## src/hdl/nnsb_pkg.sv

```systemverilog
// ----------------------------------------------------------------------------
// nnsb_pkg: shared types and constants of the scaled blitter
// Register map, request classes, pipeline records and reset values.
// ----------------------------------------------------------------------------
package nnsb_pkg;

  localparam int MAX_WIDTH_DEF  = 128;
  localparam int MAX_HEIGHT_DEF = 128;

  localparam int MID_DEPTH = 4;
  localparam int OUT_DEPTH = 2;

  localparam int CFG_AW = 5;
  localparam int QBITS  = 8;
  localparam int PBITS  = 20;

  localparam logic FUNC_LOAD = 1'b0;
  localparam logic FUNC_DRAW = 1'b1;

  localparam logic [2:0] REG_SRC_WIDTH     = 3'd0;
  localparam logic [2:0] REG_SRC_HEIGHT    = 3'd1;
  localparam logic [2:0] REG_SCALED_WIDTH  = 3'd2;
  localparam logic [2:0] REG_SCALED_HEIGHT = 3'd3;
  localparam logic [2:0] REG_DST_ORIGIN_X  = 3'd4;
  localparam logic [2:0] REG_DST_ORIGIN_Y  = 3'd5;

  localparam logic [7:0]  RST_SRC_WIDTH     = 8'd128;
  localparam logic [7:0]  RST_SRC_HEIGHT    = 8'd128;
  localparam logic [11:0] RST_SCALED_WIDTH  = 12'd128;
  localparam logic [11:0] RST_SCALED_HEIGHT = 12'd128;
  localparam logic [11:0] RST_DST_ORIGIN_X  = 12'd0;
  localparam logic [11:0] RST_DST_ORIGIN_Y  = 12'd0;

  localparam logic [31:0] KEY_BLACK = 32'h0000_0000;
  localparam logic [31:0] KEY_CLEAR = 32'hFFFF_FF00;

  typedef enum logic [2:0] {
    OP_NONE = 3'b001,
    OP_LOAD = 3'b010,
    OP_DRAW = 3'b100
  } op_t;

  typedef struct packed {
    logic [7:0]  src_width;
    logic [7:0]  src_height;
    logic [11:0] scaled_width;
    logic [11:0] scaled_height;
    logic [11:0] dst_origin_x;
    logic [11:0] dst_origin_y;
  } cfg_t;

  typedef struct packed {
    logic        func;
    logic [6:0]  load_col;
    logic [6:0]  load_row;
    logic [7:0]  red;
    logic [7:0]  green;
    logic [7:0]  blue;
    logic [7:0]  alpha;
    logic [11:0] scaled_col;
    logic [11:0] scaled_row;
  } item_t;

  typedef struct packed {
    op_t              op;
    logic [7:0]       col;
    logic [7:0]       row;
    logic [31:0]      pix;
    logic [PBITS-1:0] pcol;
    logic [PBITS-1:0] prow;
    logic [12:0]      dcol;
    logic [12:0]      drow;
  } entry_t;

  typedef struct packed {
    entry_t           e;
    logic [PBITS-1:0] rc;
    logic [PBITS-1:0] rr;
    logic [QBITS-1:0] qc;
    logic [QBITS-1:0] qr;
  } stg_t;

  typedef struct packed {
    logic        we;
    logic [12:0] dcol;
    logic [12:0] drow;
    logic [31:0] color;
  } result_t;

endpackage

```

## src/hdl/nnsb_front.sv

```systemverilog
// ----------------------------------------------------------------------------
// nnsb_front: request intake and classification
// Registers each accepted request, sorts it into load, draw or no-op, and
// forms the scaled products and destination coordinates for the back end.
// ----------------------------------------------------------------------------
module nnsb_front #(
  parameter int MAX_WIDTH  = nnsb_pkg::MAX_WIDTH_DEF,
  parameter int MAX_HEIGHT = nnsb_pkg::MAX_HEIGHT_DEF
) (
  input  logic             clk,
  input  logic             rst_n,
  input  logic             push,
  output logic             full,
  input  nnsb_pkg::item_t  item,
  input  nnsb_pkg::cfg_t   cfg,
  input  logic             q_full,
  output logic             q_push,
  output nnsb_pkg::entry_t q_data
);

  logic             v_r;
  nnsb_pkg::entry_t ent_r, ent_nxt;
  logic             load_ok, in_rng;

  always_comb begin
    load_ok = (32'(item.load_col) < 32'(MAX_WIDTH)) &&
              (32'(item.load_row) < 32'(MAX_HEIGHT));
    in_rng  = (item.scaled_col < cfg.scaled_width) &&
              (item.scaled_row < cfg.scaled_height);

    if (item.func == nnsb_pkg::FUNC_LOAD) begin
      ent_nxt.op = load_ok ? nnsb_pkg::OP_LOAD : nnsb_pkg::OP_NONE;
    end else begin
      ent_nxt.op = in_rng ? nnsb_pkg::OP_DRAW : nnsb_pkg::OP_NONE;
    end
    ent_nxt.col  = {1'b0, item.load_col};
    ent_nxt.row  = {1'b0, item.load_row};
    ent_nxt.pix  = {item.red, item.green, item.blue, item.alpha};
    ent_nxt.pcol = nnsb_pkg::PBITS'(item.scaled_col) * nnsb_pkg::PBITS'(cfg.src_width);
    ent_nxt.prow = nnsb_pkg::PBITS'(item.scaled_row) * nnsb_pkg::PBITS'(cfg.src_height);
    ent_nxt.dcol = 13'(cfg.dst_origin_x) + 13'(item.scaled_col);
    ent_nxt.drow = 13'(cfg.dst_origin_y) + 13'(item.scaled_row);
  end

  assign full   = v_r && q_full;
  assign q_push = v_r && !q_full;
  assign q_data = ent_r;

  always_ff @(posedge clk) begin
    if (!rst_n) begin
      v_r <= 1'b0;
    end else if (!full) begin
      v_r <= push;
    end
  end

  always_ff @(posedge clk) begin
    if (!full && push) begin
      ent_r <= ent_nxt;
    end
  end

endmodule

```

## config.mk

```make
export PLATFORM = sky130hd
export DESIGN_NAME = nnsb_front
export DESIGN_NICKNAME = d
export VERILOG_FILES = /design/src/hdl/nnsb_pkg.sv /design/src/hdl/nnsb_front.sv
export SDC_FILE = /design/constraint.sdc
export NUM_CORES = 1
export LEC_CHECK = 0
export ABC_AREA = 0
export BUFFER_PORTS_ARGS = -buffer_cell sky130_fd_sc_hd__buf_4
export CAP_MARGIN = 10
export CORE_UTILIZATION = 45
export CTS_CLUSTER_DIAMETER = 80
export DETAILED_ROUTE_END_ITERATION = 8
export GPL_ROUTABILITY_DRIVEN = 1
export PLACE_DENSITY_LB_ADDON = 0.05
export SETUP_SLACK_MARGIN = 0.02
export SLEW_MARGIN = 20
export SYNTH_ARGS = -nofsm -noshare
export SYNTH_HDL_FRONTEND = slang
export SYNTH_SLANG_ARGS = --single-unit
```

## constraint.sdc

```tcl
create_clock -name clk -period 6.5 [get_ports clk]
set_input_delay 0.325 -clock clk [delete_from_list [all_inputs] [get_ports clk]]
set_output_delay 0.325 -clock clk [all_outputs]
set_load 0.01 [all_outputs]
```

==> results.toml <==
[run_status]
outcome = "finished clean"

[detailed_routing]
dr_total_vias = 8446
wire_per_inst_um = 16.4
dr.first_iter.drc_count = 508
drc_errors = 0
vias_per_cell = 5.05
drtPass1Iterations = 5
drtAntennaViolNets = 0
routed_wirelength_um = 27400

[clock_network]
cts_inserted_buffers = 17
path_clk_slew_ns = 0.07
cts_buffer_depth = 2
clk_latency_ns = 0.42
cts_sinks = 116
cts_root_buf = "clkbuf_16"
cts_setup_buffers = 0
hold_buffers = 0
ctsResizeCount = 0
cts_tree = "yes"
h-tree-depth = 4

[timing]
setup_violations = 0
fmax_mhz = 237
rsz0062_at_grt = "false"
period_share_pct = 64.8
tns_ns = 0
slew-limit-headroom_pct = 35.0
skew_ns = 0.00578
finalMaxSlewViolations = 0
hold_viol_final = 0
tightest_slew_ns = 0.976
fin_crit_ns = 4.21

[cells_and_area]
antennaDiodeCount = 0
regArea_um2 = 3470
layout.cells.non_filler = 1673
area_growth_pct = 25.2
layout_commonest_cell = "buf_4"
mostFrequentLayoutCells = "buf_4, inv_1, and2_1, ha_1, fa_1"
multiInputGateArea_um2 = 7110
fillers = 2230
nets = 1723
layout-drive-gt1-share_pct = 22.9

[grt]
antenna_found_initial = 0
grt_pass1_vias = 8676
grt_usage_pct = 21.9
grt_max_degree = 76
gr-total-overflow = 0
grt_pass1_wl_um = 44300

[power_and_ir_drop]
p_total_mw = 4.47
leakage_nw = 6.91
pwr_density_cell_nw_per_um2 = 314
ir_drop_v = 0.000171

[logic_synthesis]
synth-edff-count = 115
ys_warn_count = 0
yosysSeqAreaShare_pct = 30.5
synthDistinctLibCells = 53
syn-instance-count = 1080
synth.cell_area_um2 = 11400
ys_ff_latch = 116
async_reset_ff_share_pct = 0
synth_ff_type = "edfxtp_1"
synth.avg_cell_area_um2 = 10.5

[setup_path]
path_class = "input port to register"
startpoint_type = "input port"
required_ns = 6.72
cp.arrival_ns = 4.43
crit_path_max_fanout = 12
critPathCaptureType = "register"

[placed_design]
finalWeightedCongestion = 0.875
dp_cells = 1641
port_buffers = 255
place.detailed.hpwl_um = 21900

[floorplan]
start_util_pct = 46.4
io_pins = 258
chipHeight_um = 161
design.core.area_um2 = 24500
die_area_um2 = 25900
fp-row-count = 57
die_w_um = 161

[min_path]
hp-class = "input port to register"

[job]
cap_viol_max_count = 0
==> metrics by stage <==
stage	hold WS (ns)	area, µm²	utilization (%)	setup slack, ns
after floorplan	0.424	11400	-	0.281
after global placement	0.503	13600	55.6	1.91
after detailed placement	0.504	13600	55.6	1.81
after CTS	0.0590	14300	58.1	2.28
after global routing	0.0577	14300	58.1	2.03
final	0.0763	14300	58.1	2.29
==> synthesized netlist by cell type, drive strengths merged (2+ instances only) <==
master | number | area [µm²]
ha | 126 | 1580
clkbuf | 19 | 72.6
nand3 | 14 | 70.1
and3 | 4 | 25.0
and2 | 153 | 966
a311oi | 2 | 17.5
nand4 | 7 | 43.8
nand2 | 61 | 229
mux2i | 2 | 20.0
a21o | 23 | 173
inv | 193 | 724
a211oi | 6 | 45.0
a31o | 2 | 17.5
o221ai | 2 | 23.8
o211ai | 3 | 22.5
a31oi | 4 | 25.0
nand2b | 6 | 37.5
a2111oi | 4 | 60.1
xor2 | 12 | 105
o21ai | 27 | 139
nor2b | 13 | 81.3
xnor2 | 34 | 298
a21oi | 50 | 250
nor2 | 30 | 113
o21bai | 4 | 30.0
fa | 122 | 2440
edfxtp | 115 | 3450
or3 | 3 | 23.8
o31ai | 3 | 22.5
buf | 2 | 15.0
nor3 | 10 | 50.1
o21a | 9 | 67.6
==> critical path, stage by stage <==
cell	delay, ns
buf_4	0.15
and2_1	0.18
fa_1	0.52
fa_1	0.54
fa_1	0.55
inv_1	0.05
fa_1	0.53
inv_1	0.04
ha_1	0.37
a21o_1	0.18
a21oi_1	0.20
o21a_1	0.17
nor2b_1	0.19
a21oi_1	0.10
o311ai_0	0.32
==> logic make-up (layout without fill, tap and decap cells) <==
family | Yosys count | after routing | share of synthesized area [%]
muxes | 2 | 2 | 0.176
buffers and inverters | 214 | 482 | 7.13
AOI/OAI and AO/OA | 150 | 150 | 8.80
xor gates and xnor gates | 46 | 46 | 3.54
and+or+nand+nor | 303 | 303 | 14.5
adders and majority gates | 248 | 248 | 35.3
other | 1 | 2 | 0.0329
DFF | 116 | 116 | 30.5
==> routing by layer <==
metal	vias up	global-route usage, %	wire, µm
met3	36	2.80	960
li1	4063	-	-
met4	0	7.29	534
met1	4153	26.9	11000
met5	-	0	0
met2	194	39.6	14900
==> power by group <==
part           internal (mW)  switching, mW  total (mW)
clock                  0.583          0.412       0.995
sequential              1.07         0.0380        1.11
combinational           1.05           1.31        2.37
total                   2.71           1.76        4.47
==> final timing paths <==
| path | from | endpoint | slack [ns] | depth (start not counted) |
|---|---|---|---|---|
| worst min-delay path | item[66] | q_data[109] | 0.08 | 1 |
| worst min register to register | v_r | v_r | 0.67 | 2 |
| worst max-delay path | cfg[63] | q_data[62] | 2.29 | 15 |
| worst max register to register | v_r | q_data[25] | 4.38 | 3 |
==> state kept, by name, indices dropped and copies added, names as in the netlist <==
signal  cells
v_r         1
q_data    115
==> area by class of cell <==
cell class	count	share of cell area, %
repair buffers	257	13.5
well taps	324	2.84
multi-input cells	751	49.9
flip-flops and latches	116	24.4
inverters	193	5.08
clock buffers	17	2.98
clock inverters	15	1.29
(Power assumes the default switching activity.)
