`src/hdl/nnsb_pkg.sv`:
```
// ----------------------------------------------------------------------------
// nnsb_pkg: shared types and constants of the scaled blitter
// Register map, request classes, pipeline records and reset values.
// ----------------------------------------------------------------------------
package nnsb_pkg;

  localparam int MAX_WIDTH_DEF  = 128;
  localparam int MAX_HEIGHT_DEF = 128;

  localparam int MID_DEPTH = 4;
  localparam int OUT_DEPTH = 2;

  localparam int CFG_AW = 5;
  localparam int QBITS  = 8;
  localparam int PBITS  = 20;

  localparam logic FUNC_LOAD = 1'b0;
  localparam logic FUNC_DRAW = 1'b1;

  localparam logic [2:0] REG_SRC_WIDTH     = 3'd0;
  localparam logic [2:0] REG_SRC_HEIGHT    = 3'd1;
  localparam logic [2:0] REG_SCALED_WIDTH  = 3'd2;
  localparam logic [2:0] REG_SCALED_HEIGHT = 3'd3;
  localparam logic [2:0] REG_DST_ORIGIN_X  = 3'd4;
  localparam logic [2:0] REG_DST_ORIGIN_Y  = 3'd5;

  localparam logic [7:0]  RST_SRC_WIDTH     = 8'd128;
  localparam logic [7:0]  RST_SRC_HEIGHT    = 8'd128;
  localparam logic [11:0] RST_SCALED_WIDTH  = 12'd128;
  localparam logic [11:0] RST_SCALED_HEIGHT = 12'd128;
  localparam logic [11:0] RST_DST_ORIGIN_X  = 12'd0;
  localparam logic [11:0] RST_DST_ORIGIN_Y  = 12'd0;

  localparam logic [31:0] KEY_BLACK = 32'h0000_0000;
  localparam logic [31:0] KEY_CLEAR = 32'hFFFF_FF00;

  typedef enum logic [2:0] {
    OP_NONE = 3'b001,
    OP_LOAD = 3'b010,
    OP_DRAW = 3'b100
  } op_t;

  typedef struct packed {
    logic [7:0]  src_width;
    logic [7:0]  src_height;
    logic [11:0] scaled_width;
    logic [11:0] scaled_height;
    logic [11:0] dst_origin_x;
    logic [11:0] dst_origin_y;
  } cfg_t;

  typedef struct packed {
    logic        func;
    logic [6:0]  load_col;
    logic [6:0]  load_row;
    logic [7:0]  red;
    logic [7:0]  green;
    logic [7:0]  blue;
    logic [7:0]  alpha;
    logic [11:0] scaled_col;
    logic [11:0] scaled_row;
  } item_t;

  typedef struct packed {
    op_t              op;
    logic [7:0]       col;
    logic [7:0]       row;
    logic [31:0]      pix;
    logic [PBITS-1:0] pcol;
    logic [PBITS-1:0] prow;
    logic [12:0]      dcol;
    logic [12:0]      drow;
  } entry_t;

  typedef struct packed {
    entry_t           e;
    logic [PBITS-1:0] rc;
    logic [PBITS-1:0] rr;
    logic [QBITS-1:0] qc;
    logic [QBITS-1:0] qr;
  } stg_t;

  typedef struct packed {
    logic        we;
    logic [12:0] dcol;
    logic [12:0] drow;
    logic [31:0] color;
  } result_t;

endpackage

```
`src/hdl/nnsb_fifo.sv`:
```
// ----------------------------------------------------------------------------
// nnsb_fifo: small synchronous queue
// Register-based first-in first-out buffer with full and empty flags.
// ----------------------------------------------------------------------------
module nnsb_fifo #(
  parameter int W     = 8,
  parameter int DEPTH = nnsb_pkg::MID_DEPTH
) (
  input  logic         clk,
  input  logic         rst_n,
  input  logic         push,
  input  logic [W-1:0] wdata,
  output logic         full,
  input  logic         pop,
  output logic [W-1:0] rdata,
  output logic         empty
);

  localparam int PW = (DEPTH > 1) ? $clog2(DEPTH) : 1;
  localparam int CW = $clog2(DEPTH + 1);

  logic [W-1:0]  buf_r [DEPTH];
  logic [PW-1:0] wp_r, wp_nxt, rp_r, rp_nxt;
  logic [CW-1:0] cnt_r, cnt_nxt;
  logic          wr, rd;

  assign full  = (cnt_r == CW'(DEPTH));
  assign empty = (cnt_r == '0);
  assign wr    = push && !full;
  assign rd    = pop && !empty;
  assign rdata = buf_r[rp_r];

  always_comb begin
    wp_nxt = (wp_r == PW'(DEPTH - 1)) ? '0 : wp_r + PW'(1);
    rp_nxt = (rp_r == PW'(DEPTH - 1)) ? '0 : rp_r + PW'(1);
    case ({wr, rd})
      2'b10:   cnt_nxt = cnt_r + CW'(1);
      2'b01:   cnt_nxt = cnt_r - CW'(1);
      default: cnt_nxt = cnt_r;
    endcase
  end

  always_ff @(posedge clk) begin
    if (!rst_n) begin
      wp_r  <= '0;
      rp_r  <= '0;
      cnt_r <= '0;
    end else begin
      if (wr) begin
        wp_r <= wp_nxt;
      end
      if (rd) begin
        rp_r <= rp_nxt;
      end
      cnt_r <= cnt_nxt;
    end
  end

  always_ff @(posedge clk) begin
    if (wr) begin
      buf_r[wp_r] <= wdata;
    end
  end

endmodule

```
`config.mk`:
```
export PLATFORM = sky130hd
export DESIGN_NAME = nnsb_fifo
export DESIGN_NICKNAME = d
export VERILOG_FILES = /design/src/hdl/nnsb_pkg.sv /design/src/hdl/nnsb_fifo.sv
export SDC_FILE = /design/constraint.sdc
export NUM_CORES = 1
export LEC_CHECK = 0
export ABC_AREA = 1
export BUFFER_PORTS_ARGS = -buffer_cell sky130_fd_sc_hd__buf_2
export CAP_MARGIN = 20
export CORE_MARGIN = 2
export CORE_UTILIZATION = 24
export CTS_CLUSTER_DIAMETER = 80
export DETAILED_ROUTE_END_ITERATION = 8
export GPL_TIMING_DRIVEN = 0
export MAX_ROUTING_LAYER = met4
export PLACE_DENSITY = 0.5
export SKIP_CTS_REPAIR_TIMING = 1
export SYNTH_ARGS = -nofsm -noshare
export SYNTH_HDL_FRONTEND = slang
export SYNTH_SLANG_ARGS = --single-unit
```
`constraint.sdc`:
```
create_clock -name clk -period 2.25 [get_ports clk]
set_clock_uncertainty 0.1 [all_clocks]
set_input_delay 0 -clock clk [delete_from_list [all_inputs] [get_ports clk]]
set_output_delay 0 -clock clk [all_outputs]
set_load 0.03 [all_outputs]
```
==> flow_summary.json <==
{
  "hold_violations": 0,
  "ant_nets": 0,
  "rr_endpoint": "cnt_r[2]$_SDFFE_PN0P_",
  "required_ps": 2370,
  "hold_ws_ps": 18.6,
  "final.setup.tns_ps": 0,
  "path_class": "flop to flop",
  "timing.rr.start": "cnt_r[1]$_SDFFE_PN0P_",
  "dp_hpwl_um": 2180,
  "area_growth_pct": 24.0,
  "syn_avg_cell_area_um2": 11.5,
  "die_h_um": 88.0,
  "start_util_pct": 24.9,
  "drive_gt1_share_pct": 18.9,
  "finalSetupViolCount": 0,
  "tightest_slew_ps": 821,
  "path_buf_inv": 2,
  "ys_types": 19,
  "gp_congestion": 0.688,
  "cpMostUsedCell": "nand2_1",
  "cts_buffers": 5,
  "drt_iter0_markers": 47,
  "yosys_warnings": 0,
  "dr.pass1.iters": 4,
  "reg2reg_setup_slack_ps": 360,
  "port_buffers": 21,
  "wl_per_cell_um": 11.5,
  "vias": 1098,
  "grt_pass1_vias": 1059,
  "grt_max_degree": 13,
  "dieArea_mm2": 0.00774,
  "core_area_mm2": 0.00679,
  "track_usage_pct": 9.28,
  "worstPathArrival_ps": 2010,
  "relSlewSlack_pct": 45.1,
  "status": "complete, no violations",
  "syn_inst": 147,
  "leakage_nw": 0.821,
  "synth_area_mm2": 0.00169,
  "remaining_drc_errors": 0,
  "crit_family": "simple AND/OR/NAND/NOR gates",
  "reg2regPathDepth": 11,
  "ys_seq_area_share_pct": 67.5,
  "period_share_pct": 84.0,
  "fmax_mhz": 529,
  "htree_num_levels": 2,
  "holdPathStages": 4,
  "instances_no_fill": 281,
  "synth_top_area_share_pct": 56.8,
  "powerDensity_mw_per_mm2": 1100,
  "hold_class": "input pin to flop",
  "critical_path.max_fanout": 9,
  "cp-start-kind": "flop",
  "cp_cell_sequence": "nor2_1, nand2_1, nand2_2, ha_1, inv_1, fa_1, nand2_1, nand3_1, nand2_1, inv_1, nor2_1",
  "synth_area_leaders": "edfxtp_1 (57%), dfxtp_1 (11%), nor2_1 (6.4%), ha_1 (4.4%), o21ai_0 (4.1%)",
  "hold_path_startpoint": "push",
  "ir_worst_vdd_mv": 0.513,
  "numClockSinks": 41,
  "via_per_inst": 3.91,
  "synth_top_area_cell": "edfxtp_1",
  "antenna_found_initial": 0,
  "rsz0062_at_grt": "false",
  "grt_pass1_wl_um": 5150,
  "globalRouteOverflowTotal": 0,
  "nets": 204,
  "num_antenna_cells": 0,
  "end_kind": "flop",
  "fillers": 726,
  "cts_tree": "built",
  "clkSlewWorstSetupHoldPaths_ps": 70,
  "cap_violations": 0,
  "slowest_delay_ps": 380,
  "wirelength_um": 3240,
  "ios": 22,
  "syn_nets": 166,
  "drv_slew": 0,
  "fin_crit_ps": 1890,
  "clock-root-buffer": "clkbuf_8",
  "clock_latency_ps": 280,
  "dp.cells": 264,
  "clockBufferDepth": 2,
  "rows": 30,
  "hold_path_end": "wp_r[1]$_SDFFE_PN0P_",
  "cpMaxStageDelayCell": "fa_1",
  "die_w_um": 88.0,
  "ys_seq_elements": 41
}
-- registers in the layout, indices dropped and copies added, names as in the netlist, named ones only --
register,cells
buf_r,32
wp_r,2
rp_r,2
cnt_r,3
-- cell usage in the layout (no fill, tap or decap), drive strengths merged --
master / netlist / routed
edfxtp: 32 / 32
nor2: 31 / 31
buf: 2 / 23
inv: 19 / 19
o21ai: 18 / 18
nand2: 15 / 15
dlygate4sd3: 0 / 10
dfxtp: 9 / 9
o22ai: 8 / 8
ha: 6 / 6
clkbuf: 0 / 5
a21oi: 3 / 3
nand3b: 1 / 1
nand3: 1 / 1
nand4: 1 / 1
fa: 1 / 1
clkinvlp: 0 / 1
clkinv: 0 / 1
-- cell type report --
class                      instances  area [um2]  share of cell area [%]
tap                               96         120                    5.73
inverter                          19        71.3                    3.40
sequential                        41        1140                    54.4
clock inverter                     2        11.3                   0.537
timing repair buffer              31         205                    9.79
clock buffer                       5        68.8                    3.28
multi-input combinational         85         457                    21.8
buffer                             2        22.5                    1.07
-- report_power, final --
group | switching, mW | total [mW] | internal, mW
logic | 0.579 | 0.848 | 0.270
clock network | 0.239 | 0.447 | 0.208
registers | 0.0732 | 1.00 | 0.929
-- per-layer routing --
layer	track usage (%)	wire length [um]
met1	11.0	1510
met2	15.4	1550
met3	2.92	170
met4	2.10	0
met5	-	0
-- tightest hold or removal path: stages --
cell and delay, ps:
buf_2 80, nand2_2 120, nor2_1 110, nor2_1 50
-- cell usage after synthesis --
cell type and instances:
nand2_2 1, nor2_2 2, fa_1 1, a21oi_1 3
inv_1 18, ha_1 6, nand2_1 14, o21ai_1 2
nand3_1 1, inv_2 1, edfxtp_1 32, o22ai_1 8
o21ai_2 2, buf_6 2, nand4_1 1, nor2_1 29
dfxtp_1 9, nand3b_1 1, o21ai_0 14
-- cell families after synthesis --
kind of cell    count (synthesis)  share of synthesized area [%]
buf+inv                        21                           5.55
fa+ha+maj                       7                           5.62
simple gates                   49                           11.8
compound gates                 29                           9.62
flops                          41                           67.5
-- through the flow --
stage | cell area, um2 | utilization, % | total power [mW] | worst slack [ps]
after detailed placement | 1920 | 28.2 | 1.87 | 350
after floorplan | 1690 | - | 1.62 | 540
after global routing | 2100 | 30.9 | 2.47 | 102
final | 2100 | 30.9 | 2.30 | 361
after global placement | 1920 | 28.2 | 1.87 | 366
after CTS | 2000 | 29.4 | 2.32 | 335
-- worst max-delay path by stage --
| stage | from | endpoint | slack (ps) | depth (start not counted) |
|---|---|---|---|---|
| 2_1_floorplan | cnt_r[1]$_SDFFE_PN0P_ | cnt_r[2]$_SDFFE_PN0P_ | 540 | 12 |
| 3_3_place_gp | cnt_r[1]$_SDFFE_PN0P_ | cnt_r[2]$_SDFFE_PN0P_ | 370 | 11 |
| 3_5_place_dp | cnt_r[1]$_SDFFE_PN0P_ | cnt_r[2]$_SDFFE_PN0P_ | 350 | 12 |
| 4_1_cts | cnt_r[1]$_SDFFE_PN0P_ | cnt_r[2]$_SDFFE_PN0P_ | 330 | 12 |
| 5_1_grt | cnt_r[1]$_SDFFE_PN0P_ | cnt_r[2]$_SDFFE_PN0P_ | 100 | 11 |
| 6_report | cnt_r[1]$_SDFFE_PN0P_ | cnt_r[2]$_SDFFE_PN0P_ | 360 | 11 |
Power figures use the tool's default switching activity.
